===== src/design/joystick_average_to_drive_top_macros.svh =====
// ----------------------------------------------------------------------------
// joystick_average_to_drive_top_macros.svh
// Assertion macros for the joystick average-to-drive block.
// ----------------------------------------------------------------------------
`ifndef JOYSTICK_AVERAGE_TO_DRIVE_TOP_MACROS_SVH
`define JOYSTICK_AVERAGE_TO_DRIVE_TOP_MACROS_SVH

// same-cycle implication, clocked on i_clk, off during reset
`define JATD_ASSERT_NOW(label, ante, cons, msg) \
    label: assert property (@(posedge i_clk) disable iff (!i_rst_n) \
        (ante) |-> (cons)) else $error(msg);

// next-cycle implication, clocked on i_clk, off during reset
`define JATD_ASSERT_NEXT(label, ante, cons, msg) \
    label: assert property (@(posedge i_clk) disable iff (!i_rst_n) \
        (ante) |=> (cons)) else $error(msg);

`endif


===== src/design/jatd_pkg.sv =====
// ----------------------------------------------------------------------------
// jatd_pkg
// Shared types and constants for the joystick average-to-drive block.
// ----------------------------------------------------------------------------
package jatd_pkg;

    localparam int AXES       = 2;
    localparam int SMP_W      = 8;
    localparam int SUM_W      = 12;
    localparam int DRIVE_W    = 8;
    localparam int WINDOW_DEF = 10;

    // sum / WINDOW as (sum * recip) >> DIV_SHIFT, exact for 12-bit sums
    localparam int DIV_SHIFT  = 20;
    localparam int RECIP_W    = 20;

    // x / 126 and x / 127 as (x * recip) >> MAP_SHIFT, exact for x < 2^14
    localparam int SCALE_W    = 14;
    localparam int MREC_W     = 15;
    localparam int MAP_SHIFT  = 21;
    localparam int MPROD_W    = SCALE_W + MREC_W;
    localparam int Q_W        = 7;

    localparam logic [MREC_W-1:0] RECIP_126 = 15'd16645;
    localparam logic [MREC_W-1:0] RECIP_127 = 15'd16514;

    localparam logic [SMP_W-1:0]  CENTRE    = 8'd127;
    localparam logic [SMP_W-1:0]  NEG_BASE  = 8'd128;
    localparam logic [SMP_W-1:0]  AVG_MAX   = 8'd255;
    localparam logic [Q_W-1:0]    FULL      = 7'd100;

    typedef logic [SMP_W-1:0]            t_sample;
    typedef logic [AXES-1:0][SMP_W-1:0]  t_cell_data;
    typedef logic [SUM_W-1:0]            t_sum;

endpackage


===== src/design/jatd_cell.sv =====
// ----------------------------------------------------------------------------
// jatd_cell
// One window slot: holds a sample for each axis, shifts the addressed axis.
// ----------------------------------------------------------------------------
module jatd_cell (
    input  logic                  i_clk,
    input  logic                  i_rst_n,
    input  logic                  i_shift,
    input  logic                  i_axis,
    input  jatd_pkg::t_cell_data  i_din,
    output jatd_pkg::t_cell_data  o_dout
);
    import jatd_pkg::*;

    t_cell_data r_data;

    always_ff @(posedge i_clk) begin
        if (!i_rst_n) begin
            r_data <= '0;
        end else if (i_shift) begin
            r_data[i_axis] <= i_din[i_axis];
        end
    end

    assign o_dout = r_data;

endmodule


===== src/design/jatd_map.sv =====
// ----------------------------------------------------------------------------
// jatd_map
// Pipeline: window sum to average, average to signed drive value.
// ----------------------------------------------------------------------------
module jatd_map #(
    parameter int WINDOW = jatd_pkg::WINDOW_DEF
) (
    input  logic                               i_clk,
    input  logic                               i_rst_n,
    input  logic                               i_en,
    input  logic                               i_vld,
    input  jatd_pkg::t_sum                     i_sum,
    output logic                               o_vld,
    output logic signed [jatd_pkg::DRIVE_W-1:0] o_drive
);
    import jatd_pkg::*;

    localparam int                 RECIP_INT = ((1 << DIV_SHIFT) + WINDOW - 1) / WINDOW;
    localparam logic [RECIP_W-1:0] RECIP     = RECIP_W'(RECIP_INT);
    localparam int                 DPROD_W   = SUM_W + RECIP_W;

    logic                     r_v2, r_v3, r_v4;
    t_sample                  r_avg;
    logic [SCALE_W-1:0]       r_x;
    logic                     r_neg, r_zero;
    logic [DRIVE_W-1:0]       r_drive;

    logic [DPROD_W-1:0]       w_dprod;
    logic [SUM_W-1:0]         w_quot;
    t_sample                  n_avg;
    logic [SCALE_W-1:0]       n_x;
    logic                     n_neg, n_zero;
    logic [MPROD_W-1:0]       w_mprod;
    logic [Q_W-1:0]           w_q;
    logic [DRIVE_W-1:0]       n_drive;

    // divide by the window
    always_comb begin
        w_dprod = DPROD_W'(i_sum) * DPROD_W'(RECIP);
        w_quot  = SUM_W'(w_dprod >> DIV_SHIFT);
        n_avg   = (w_quot > SUM_W'(AVG_MAX)) ? AVG_MAX : w_quot[SMP_W-1:0];
    end

    // split into forward / reverse half and scale by 100
    always_comb begin
        n_zero = (r_avg == CENTRE);
        n_neg  = (r_avg > CENTRE);
        if (r_avg < CENTRE) begin
            n_x = SCALE_W'(r_avg) * SCALE_W'(FULL);
        end else begin
            n_x = SCALE_W'(SMP_W'(r_avg - NEG_BASE)) * SCALE_W'(FULL);
        end
    end

    // divide by 126 / 127 and form the drive value
    always_comb begin
        w_mprod = MPROD_W'(r_x) * MPROD_W'(r_neg ? RECIP_127 : RECIP_126);
        w_q     = Q_W'(w_mprod >> MAP_SHIFT);
        if (r_zero) begin
            n_drive = '0;
        end else if (r_neg) begin
            n_drive = DRIVE_W'(0) - DRIVE_W'(w_q);
        end else begin
            n_drive = DRIVE_W'(FULL) - DRIVE_W'(w_q);
        end
    end

    always_ff @(posedge i_clk) begin
        if (!i_rst_n) begin
            r_v2 <= 1'b0;
            r_v3 <= 1'b0;
            r_v4 <= 1'b0;
        end else if (i_en) begin
            r_v2 <= i_vld;
            r_v3 <= r_v2;
            r_v4 <= r_v3;
        end
    end

    always_ff @(posedge i_clk) begin
        if (i_en) begin
            r_avg   <= n_avg;
            r_x     <= n_x;
            r_neg   <= n_neg;
            r_zero  <= n_zero;
            r_drive <= n_drive;
        end
    end

    assign o_vld   = r_v4;
    assign o_drive = $signed(r_drive);

endmodule


===== src/design/joystick_average_to_drive_top.sv =====
// ----------------------------------------------------------------------------
// joystick_average_to_drive_top
// Two-axis moving-average filter with mapping to a signed drive value.
// A new sample transaction is taken every cycle while the output is not
// stalled; its drive value is registered in order through the sum update,
// the divide by the window, the scale and the divide by 126/127 in the
// mapping pipeline. The window is a shift chain of WINDOW cells, each cell
// holding one sample per axis; only the addressed axis shifts. Reset clears
// the window to zero, so the first WINDOW-1 outputs of an axis lean towards
// +100. A stalled output holds the whole pipeline and drops o_ready.
// ----------------------------------------------------------------------------
`include "joystick_average_to_drive_top_macros.svh"

module joystick_average_to_drive_top #(
    parameter int WINDOW = jatd_pkg::WINDOW_DEF
) (
    input  logic                                i_clk,
    input  logic                                i_rst_n,
    input  logic                                i_valid,
    output logic                                o_ready,
    input  logic                                i_axis,
    input  logic [jatd_pkg::SMP_W-1:0]          i_sample,
    output logic                                o_valid,
    input  logic                                i_ready,
    output logic signed [jatd_pkg::DRIVE_W-1:0] o_drive
);
    import jatd_pkg::*;

    localparam int SUM_MAX = WINDOW * 255;

    t_cell_data w_chain [0:WINDOW];
    t_sum       r_sum [AXES];
    t_sum       n_sum;
    t_sum       r_s1_sum;
    logic       r_s1_vld;
    logic       w_en;
    logic       w_acc;
    t_sample    w_oldest;

    assign w_en  = !o_valid || i_ready;
    assign o_ready = w_en;
    assign w_acc = i_valid && w_en;

    assign w_chain[0] = {AXES{i_sample}};

    for (genvar g = 0; g < WINDOW; g++) begin : g_cell
        jatd_cell u_cell (
            .i_clk   (i_clk),
            .i_rst_n (i_rst_n),
            .i_shift (w_acc),
            .i_axis  (i_axis),
            .i_din   (w_chain[g]),
            .o_dout  (w_chain[g+1])
        );
    end

    assign w_oldest = w_chain[WINDOW][i_axis];
    assign n_sum    = r_sum[i_axis] - SUM_W'(w_oldest) + SUM_W'(i_sample);

    always_ff @(posedge i_clk) begin
        if (!i_rst_n) begin
            r_sum[0] <= '0;
            r_sum[1] <= '0;
            r_s1_vld <= 1'b0;
        end else begin
            if (w_acc) begin
                r_sum[i_axis] <= n_sum;
            end
            if (w_en) begin
                r_s1_vld <= w_acc;
            end
        end
    end

    always_ff @(posedge i_clk) begin
        if (w_en) begin
            r_s1_sum <= n_sum;
        end
    end

    jatd_map #(
        .WINDOW (WINDOW)
    ) u_map (
        .i_clk   (i_clk),
        .i_rst_n (i_rst_n),
        .i_en    (w_en),
        .i_vld   (r_s1_vld),
        .i_sum   (r_s1_sum),
        .o_vld   (o_valid),
        .o_drive (o_drive)
    );

    `JATD_ASSERT_NOW(a_drive_range, o_valid, ($signed(o_drive) <= 100) && ($signed(o_drive) >= -100), "drive out of range")
    `JATD_ASSERT_NOW(a_sum_bound, 1'b1, (r_sum[0] <= t_sum'(SUM_MAX)) && (r_sum[1] <= t_sum'(SUM_MAX)), "running sum exceeds window capacity")
    `JATD_ASSERT_NEXT(a_stage_fill, i_valid && o_ready, r_s1_vld, "accepted transaction lost in sum stage")

endmodule

===== config.mk =====
export PLATFORM = sky130hd
export DESIGN_NAME = joystick_average_to_drive_top
export DESIGN_NICKNAME = d
export VERILOG_FILES = /design/src/design/jatd_pkg.sv /design/src/design/jatd_cell.sv /design/src/design/jatd_map.sv /design/src/design/joystick_average_to_drive_top.sv
export VERILOG_INCLUDE_DIRS = /design/src /design/src/design
export SDC_FILE = /design/constraint.sdc
export NUM_CORES = 1
export LEC_CHECK = 0
export BUFFER_PORTS_ARGS = -buffer_cell sky130_fd_sc_hd__buf_2
export CORE_UTILIZATION = 50
export DETAILED_ROUTE_END_ITERATION = 16
export GPL_TIMING_DRIVEN = 0
export MAX_ROUTING_LAYER = met4
export PLACE_DENSITY = 0.66
export SETUP_SLACK_MARGIN = 0.1
export SYNTH_ARGS = -nofsm -noshare
export SYNTH_HDL_FRONTEND = slang
export SYNTH_SLANG_ARGS = --single-unit
export TNS_END_PERCENT = 100

===== constraint.sdc =====
create_clock -name i_clk -period 17.1 [get_ports i_clk]
set_clock_uncertainty 0.1 [all_clocks]
set_input_delay 3.42 -clock i_clk [delete_from_list [all_inputs] [get_ports i_clk]]
set_output_delay 3.42 -clock i_clk [all_outputs]
set_load 0.01 [all_outputs]

### Word-level counts from Yosys, hierarchy flattened

Memory sizes are Yosys's and may differ from the RTL's.
Cells that the tools add are included.

| storage, ports and cells | value |
|---|---|
| memories kept | 1 |
| output and inout bits | 10 |
| register bits after elaboration | 208 |
| RAM bits | 24 |
| word-level logic and storage cells | 94 |

Memories:

| name | depth | width | read ports | clocked after Yosys merged registers in | wr ports | RTL line | RTL |
|---|---|---|---|---|---|---|---|
| r_sum | 2 | 12 | 1 | 0 | 2 | joystick_average_to_drive_top.sv:32 | `t_sum r_sum [AXES];` |

| operators by class | value |
|---|---|
| add/sub/neg operators | 5 |
| equality and inequality tests | 1 |
| reduce and logical (&&, ||, !) cells | 5 |
| muxes and demuxes | 43 |
| order comparisons | 5 |
| multiply operators | 4 |

Operators with widths:

| operator | number |
|---|---|
| $mux 8 | 23 |
| $bwmux 16 | 10 |
| $mul 14x29->28 | 1 |
| $mul 12x16->28 const B | 1 |
| $mul 8x5->12 const B | 2 |
| $mux 14 | 1 |
| $add 12x8->12 | 1 |
| $mux 12 | 1 |
| $reduce_or 12->1 | 1 |
| $sub 12x8->12 | 1 |
| $gt 9x8->1 const B | 1 |
| $mux 9 | 1 |
| $demux 8 s1 | 1 |
| $eq 8x7->1 const B | 1 |
| $gt 8x7->1 const B | 1 |
| $lt 8x7->1 const B | 1 |
| $sub 1x7->8 const A | 1 |
| $sub 7x7->8 const A | 1 |
| $sub 8x8->8 const B | 1 |
| $mux 1 | 6 |
| $logic_and 1x1->1 | 2 |
| $lt 1x2->1 const B | 1 |
| $ge 1x1->1 const B | 1 |
| $logic_not 1->1 | 1 |
| $logic_or 1x1->1 | 1 |

### Logic depth before layout (Yosys ltp)

| logic depth | value |
|---|---|
| depth in word-level cells | 8 |
| depth in mapped cells | 27 |

### Modules after synthesis

A second synthesis with hierarchy kept.

| unflattened totals | value |
|---|---|
| cell total of the unflattened synthesis | 1,662 |
| area total of the unflattened synthesis | 16,275.6 um2 |

Modules (own cells, without submodules):

| module | cells each | times used | sequential area each (um2) | area each (um2) |
|---|---|---|---|---|
| jatd_map | 716 | 1 | 960.9 | 6,998.0 |
| jatd_cell | 73 | 10 | 320.3 | 690.7 |
| joystick_average_to_drive_top | 216 | 1 | 1,101.1 | 2,371.0 |

### Least setup slack after synthesis

No wires, ideal clock.

| path | value |
|---|---|
| path type | in2out |
| from | input i_ready |
| to | output o_ready |
| setup slack | 9,165 ps |
| data required time | 13,580 ps |
| stages | 2 |
| buffers on the path | 0 |
| arrival time | 4,415 ps |
| cells stage by stage | nor2b_1 -> inv_1 |

| on the way | value |
|---|---|
| longest elaborated chain between the ends | 1 |

Ends and longest elaborated chain:

| element | RTL line | RTL |
|---|---|---|
| start, declared | joystick_average_to_drive_top.sv:24 | `input logic i_ready,` |
| $logic_or 1x1->1 | joystick_average_to_drive_top.sv:40 | `assign w_en = !o_valid \|\| i_ready;` |
| end, declared | joystick_average_to_drive_top.sv:20 | `output logic o_ready,` |

No other way between the ends.

### Worst setup path in the final report

Same ends and word-level chain as after synthesis.

==> Flow_metrics.wiki <==
{| class="wikitable"
! Metric !! Value
|-
| Resized cells post-CTS || 0
|-
| Met3 wire length || 694 um
|-
| Number of flip-flops and latches in the synthesized netlist || 230
|-
| Biggest fanout along the worst timing path || 38
|-
| Die span in y || 169.8 um
|-
| Global-route usage over all layers || 20.05%
|-
| Global-route wire length before repair || 44.97 mm
|-
| Actual slew at the worst max-slew pin || 0.8243 ns
|-
| Detailed-route wire length on metal 1 || 13.34 mm
|-
| Number of global-route vias before repair || 9,056
|-
| WS Path Type || input port to output port
|-
| Total of endpoints with negative setup slack in the final report || 0
|-
| Relative slew slack || 45.04%
|-
| Violation count after the first detailed-routing iteration || 411
|-
| Post-DP HPWL || 20.95 mm
|-
| Number of synthesized flops with an enable pin || 66
|-
| Arrival time at the worst endpoint || 4.44 ns
|-
| Synth Instances || 1,292
|-
| NumNets Final || 1,660
|-
| Maximum root-to-sink buffer count || 3
|-
| Capturing element type of the critical path || output port
|-
| Global placer's final weighted congestion || 0.8383
|-
| Post-route antenna net violation count || 0
|-
| Pin count of the biggest net entering global routing || 39
|-
| Worst slack after detailed placement || 9.042 ns
|-
| Final wirelength || 26.77 mm
|-
| Total vias in the final route || 9,069
|-
| Antenna Cells || 0
|-
| Floorplan die width || 169.8 um
|-
| FILL cells || 2,343
|-
| Top routing layer in use || met4
|-
| Clock tree root driver cell || clkbuf_16
|-
| Detailed-routing iteration count for the pre-antenna-repair pass || 5
|-
| Total count of hold-check failures in the final report || 0
|-
| Sequential element share of the synthesized area || 37.41%
|-
| Setup repair bufs after CTS || 0
|-
| Avg Vias per Cell || 5.185
|-
| Depth of the worst register-to-register path || 27
|-
| Worst Setup Start Kind || input port
|-
| CTS clk-pin slew, worst paths || 0.06 ns
|-
| Post-Syn Area || 14,070 um^2
|-
| Inserted Clock Buffers || 25
|-
| CTS sink cnt || 230
|-
| Number of max-capacitance violations reported || 0
|-
| Post-layout minimum cycle time || 7.957 ns
|-
| Layout cell share with drive strength beyond 1 || 6.200%
|-
| Number of ports placed on the die boundary || 23
|-
| Final period utilization || 46.53%
|-
| Share of async-settable or async-resettable flops after synthesis || 0%
|-
| Non-filler instance count after layout || 1,749
|-
| Data required time at the worst endpoint || 13.58 ns
|-
| Setup WS post-layout || 9.143 ns
|-
| Most instantiated flip-flop cell in the synthesis netlist || dfxtp_1
|-
| Number of levels the H-tree was split into || 1
|-
| Setup repair after global routing missed its margin || no
|-
| Final TNS setup || 0 ns
|-
| Synthesis warning total || 0
|-
| Worst skew pair latency || 0.53 ns
|-
| Yosys cell types || 58
|-
| Number of buffers added to fix hold violations after cts || 0
|-
| Wire per inst || 15.30 um
|-
| CTS tree || done
|-
| Routed length on met2 || 12.34 mm
|-
| DIE AREA || 28,820 um^2
|-
| Remaining Overflow, GRT || 0
|-
| Area delta synth->final || 10.89%
|-
| Post-detailed-route DRC marker count || 0
|-
| Cell Count Post-Placement || 1,703
|-
| Antenna violations before repair || 0
|-
| Outcome || finished clean
|-
| Mean instance size in the synthesized netlist || 10.89 um^2
|-
| Worst hold path class || register to register
|-
| Starting Density || 50.80%
|-
| Number of rows in the core area || 61
|-
| Buffers on Ports || 20
|-
| Final slew viol count || 0
|-
| Floorplan Core Area || 27,710 um^2
|-
| Hold Path Stages || 2
|-
| Fmax achieved || 125.7 MHz
|}
## kinds of logic (layout without fill, tap and decap cells)
logic type	after synthesis	after routing	synth area share, %
muxes	26	26	1.956
DFF	230	230	37.41
buffers and inverters	258	325	6.881
and+or+nand+nor	177	177	6.028
other	2	14	0.05336
AOI/OAI and AO/OA	264	264	14.79
adders and majority gates	295	295	30.28
xor gates and xnor gates	40	40	2.596
## cells in the final DEF, fill, tap and decap left out, types with 8 or more instances in the layout
| master | instances |
|---|---|
| clkbuf_1 | 50 |
| nor2_1 | 48 |
| nand2_1 | 54 |
| clkbuf_16 | 26 |
| ha_1 | 219 |
| mux2i_1 | 16 |
| xor2_1 | 15 |
| nand3_1 | 14 |
| nor2b_1 | 11 |
| xnor2_1 | 23 |
| nor3_1 | 8 |
| a21o_1 | 15 |
| inv_1 | 209 |
| and3_1 | 8 |
| a21oi_1 | 33 |
| fa_1 | 76 |
| clkbuf_8 | 9 |
| mux2_2 | 9 |
| conb_1 | 14 |
| a22o_1 | 146 |
| buf_2 | 20 |
| dfxtp_1 | 164 |
| edfxtp_1 | 66 |
| o21ai_0 | 30 |
## cell type report
class                      count  area, um^2  area share [%]
multi-input combinational    816        7885           50.53
buffer                        47       176.4           1.130
inverter                     211       792.0           5.075
clock buffer                  38       785.8           5.035
tap                          378       473.0           3.031
sequential                   230        5265           33.74
clock inverter                 8       108.9          0.6975
timing repair buffer          21       120.1          0.7697
## per-stage QoR
step	instance area, um^2	utilization (%)	hold WS, ns
final	15610	56.33	0.3517
after global routing	15610	56.33	0.3805
after CTS	15610	56.33	0.3578
after detailed placement	14710	53.10	0.3430
after global placement	14690	53.03	0.3336
after floorplan	14120	-	0.3259
## critical path, stage by stage
cell     delay [ns]
buf_2          0.09
nor2b_1        0.30
inv_2          0.20
buf_12         0.22
buf_2          0.18
## sequential cells by signal, summed over array words and instances (netlist names)
register              flops
u_map.r_zero              1
u_map.o_vld               1
r_sum                    24
u_map.r_v2                1
r_s1_sum                 12
r_s1_vld                  1
u_map.r_v3                1
u_map.r_avg               8
u_map.r_neg               1
g_cell.u_cell.o_dout    160
u_map.r_x                12
u_map.o_drive             8
## path summary, 6_finish.rpt
check	from	end	slack, ns
max	i_ready	o_ready	9.14
min	g_cell[0].u_cell.o_dout[9]	g_cell[0].u_cell.o_dout[9]	0.35
max reg2reg	u_map.r_neg	u_map.o_drive[7]	10.22
min reg2reg	g_cell[0].u_cell.o_dout[9]	g_cell[0].u_cell.o_dout[9]	0.35
## Yosys cell counts, drive strengths merged, types with 2 or more instances
library cell | count | area (um^2)
nand3 | 14 | 70.07
a21o | 15 | 112.6
o21a | 3 | 22.52
or2 | 2 | 12.51
nand2 | 55 | 209.0
a2111oi | 4 | 72.57
xor2 | 16 | 147.7
o21ai | 30 | 150.1
and2 | 8 | 50.05
edfxtp | 66 | 1982
clkbuf | 47 | 176.4
mux2i | 17 | 173.9
or3 | 3 | 18.77
xnor2 | 24 | 217.7
o211ai | 2 | 15.01
nor4 | 2 | 12.51
inv | 210 | 788.3
conb | 2 | 7.510
a211oi | 2 | 15.01
or4 | 2 | 15.01
nand2b | 5 | 31.28
nor3 | 8 | 40.04
dfxtp | 164 | 3283
a211o | 2 | 17.52
a21oi | 33 | 165.2
nor3b | 4 | 30.03
and3 | 8 | 50.05
a31oi | 5 | 31.28
ha | 219 | 2740
and4 | 3 | 26.28
nor2 | 48 | 180.2
o21bai | 5 | 37.54
a21boi | 6 | 45.05
nor2b | 11 | 68.82
fa | 76 | 1521
o31ai | 3 | 22.52
a22o | 146 | 1279
mux2 | 9 | 101.4
## per-layer routing
metal | GRT usage, % | vias up
li1 | - | 4578
met5 | - | -
met2 | 32.39 | 101
met1 | 27.44 | 4358
met3 | 1.936 | 32
met4 | 3.995 | 0
Power is left out: the tool's default activity adds up to more than one toggle a clock period on the data nets, which glitch-free logic cannot reach.
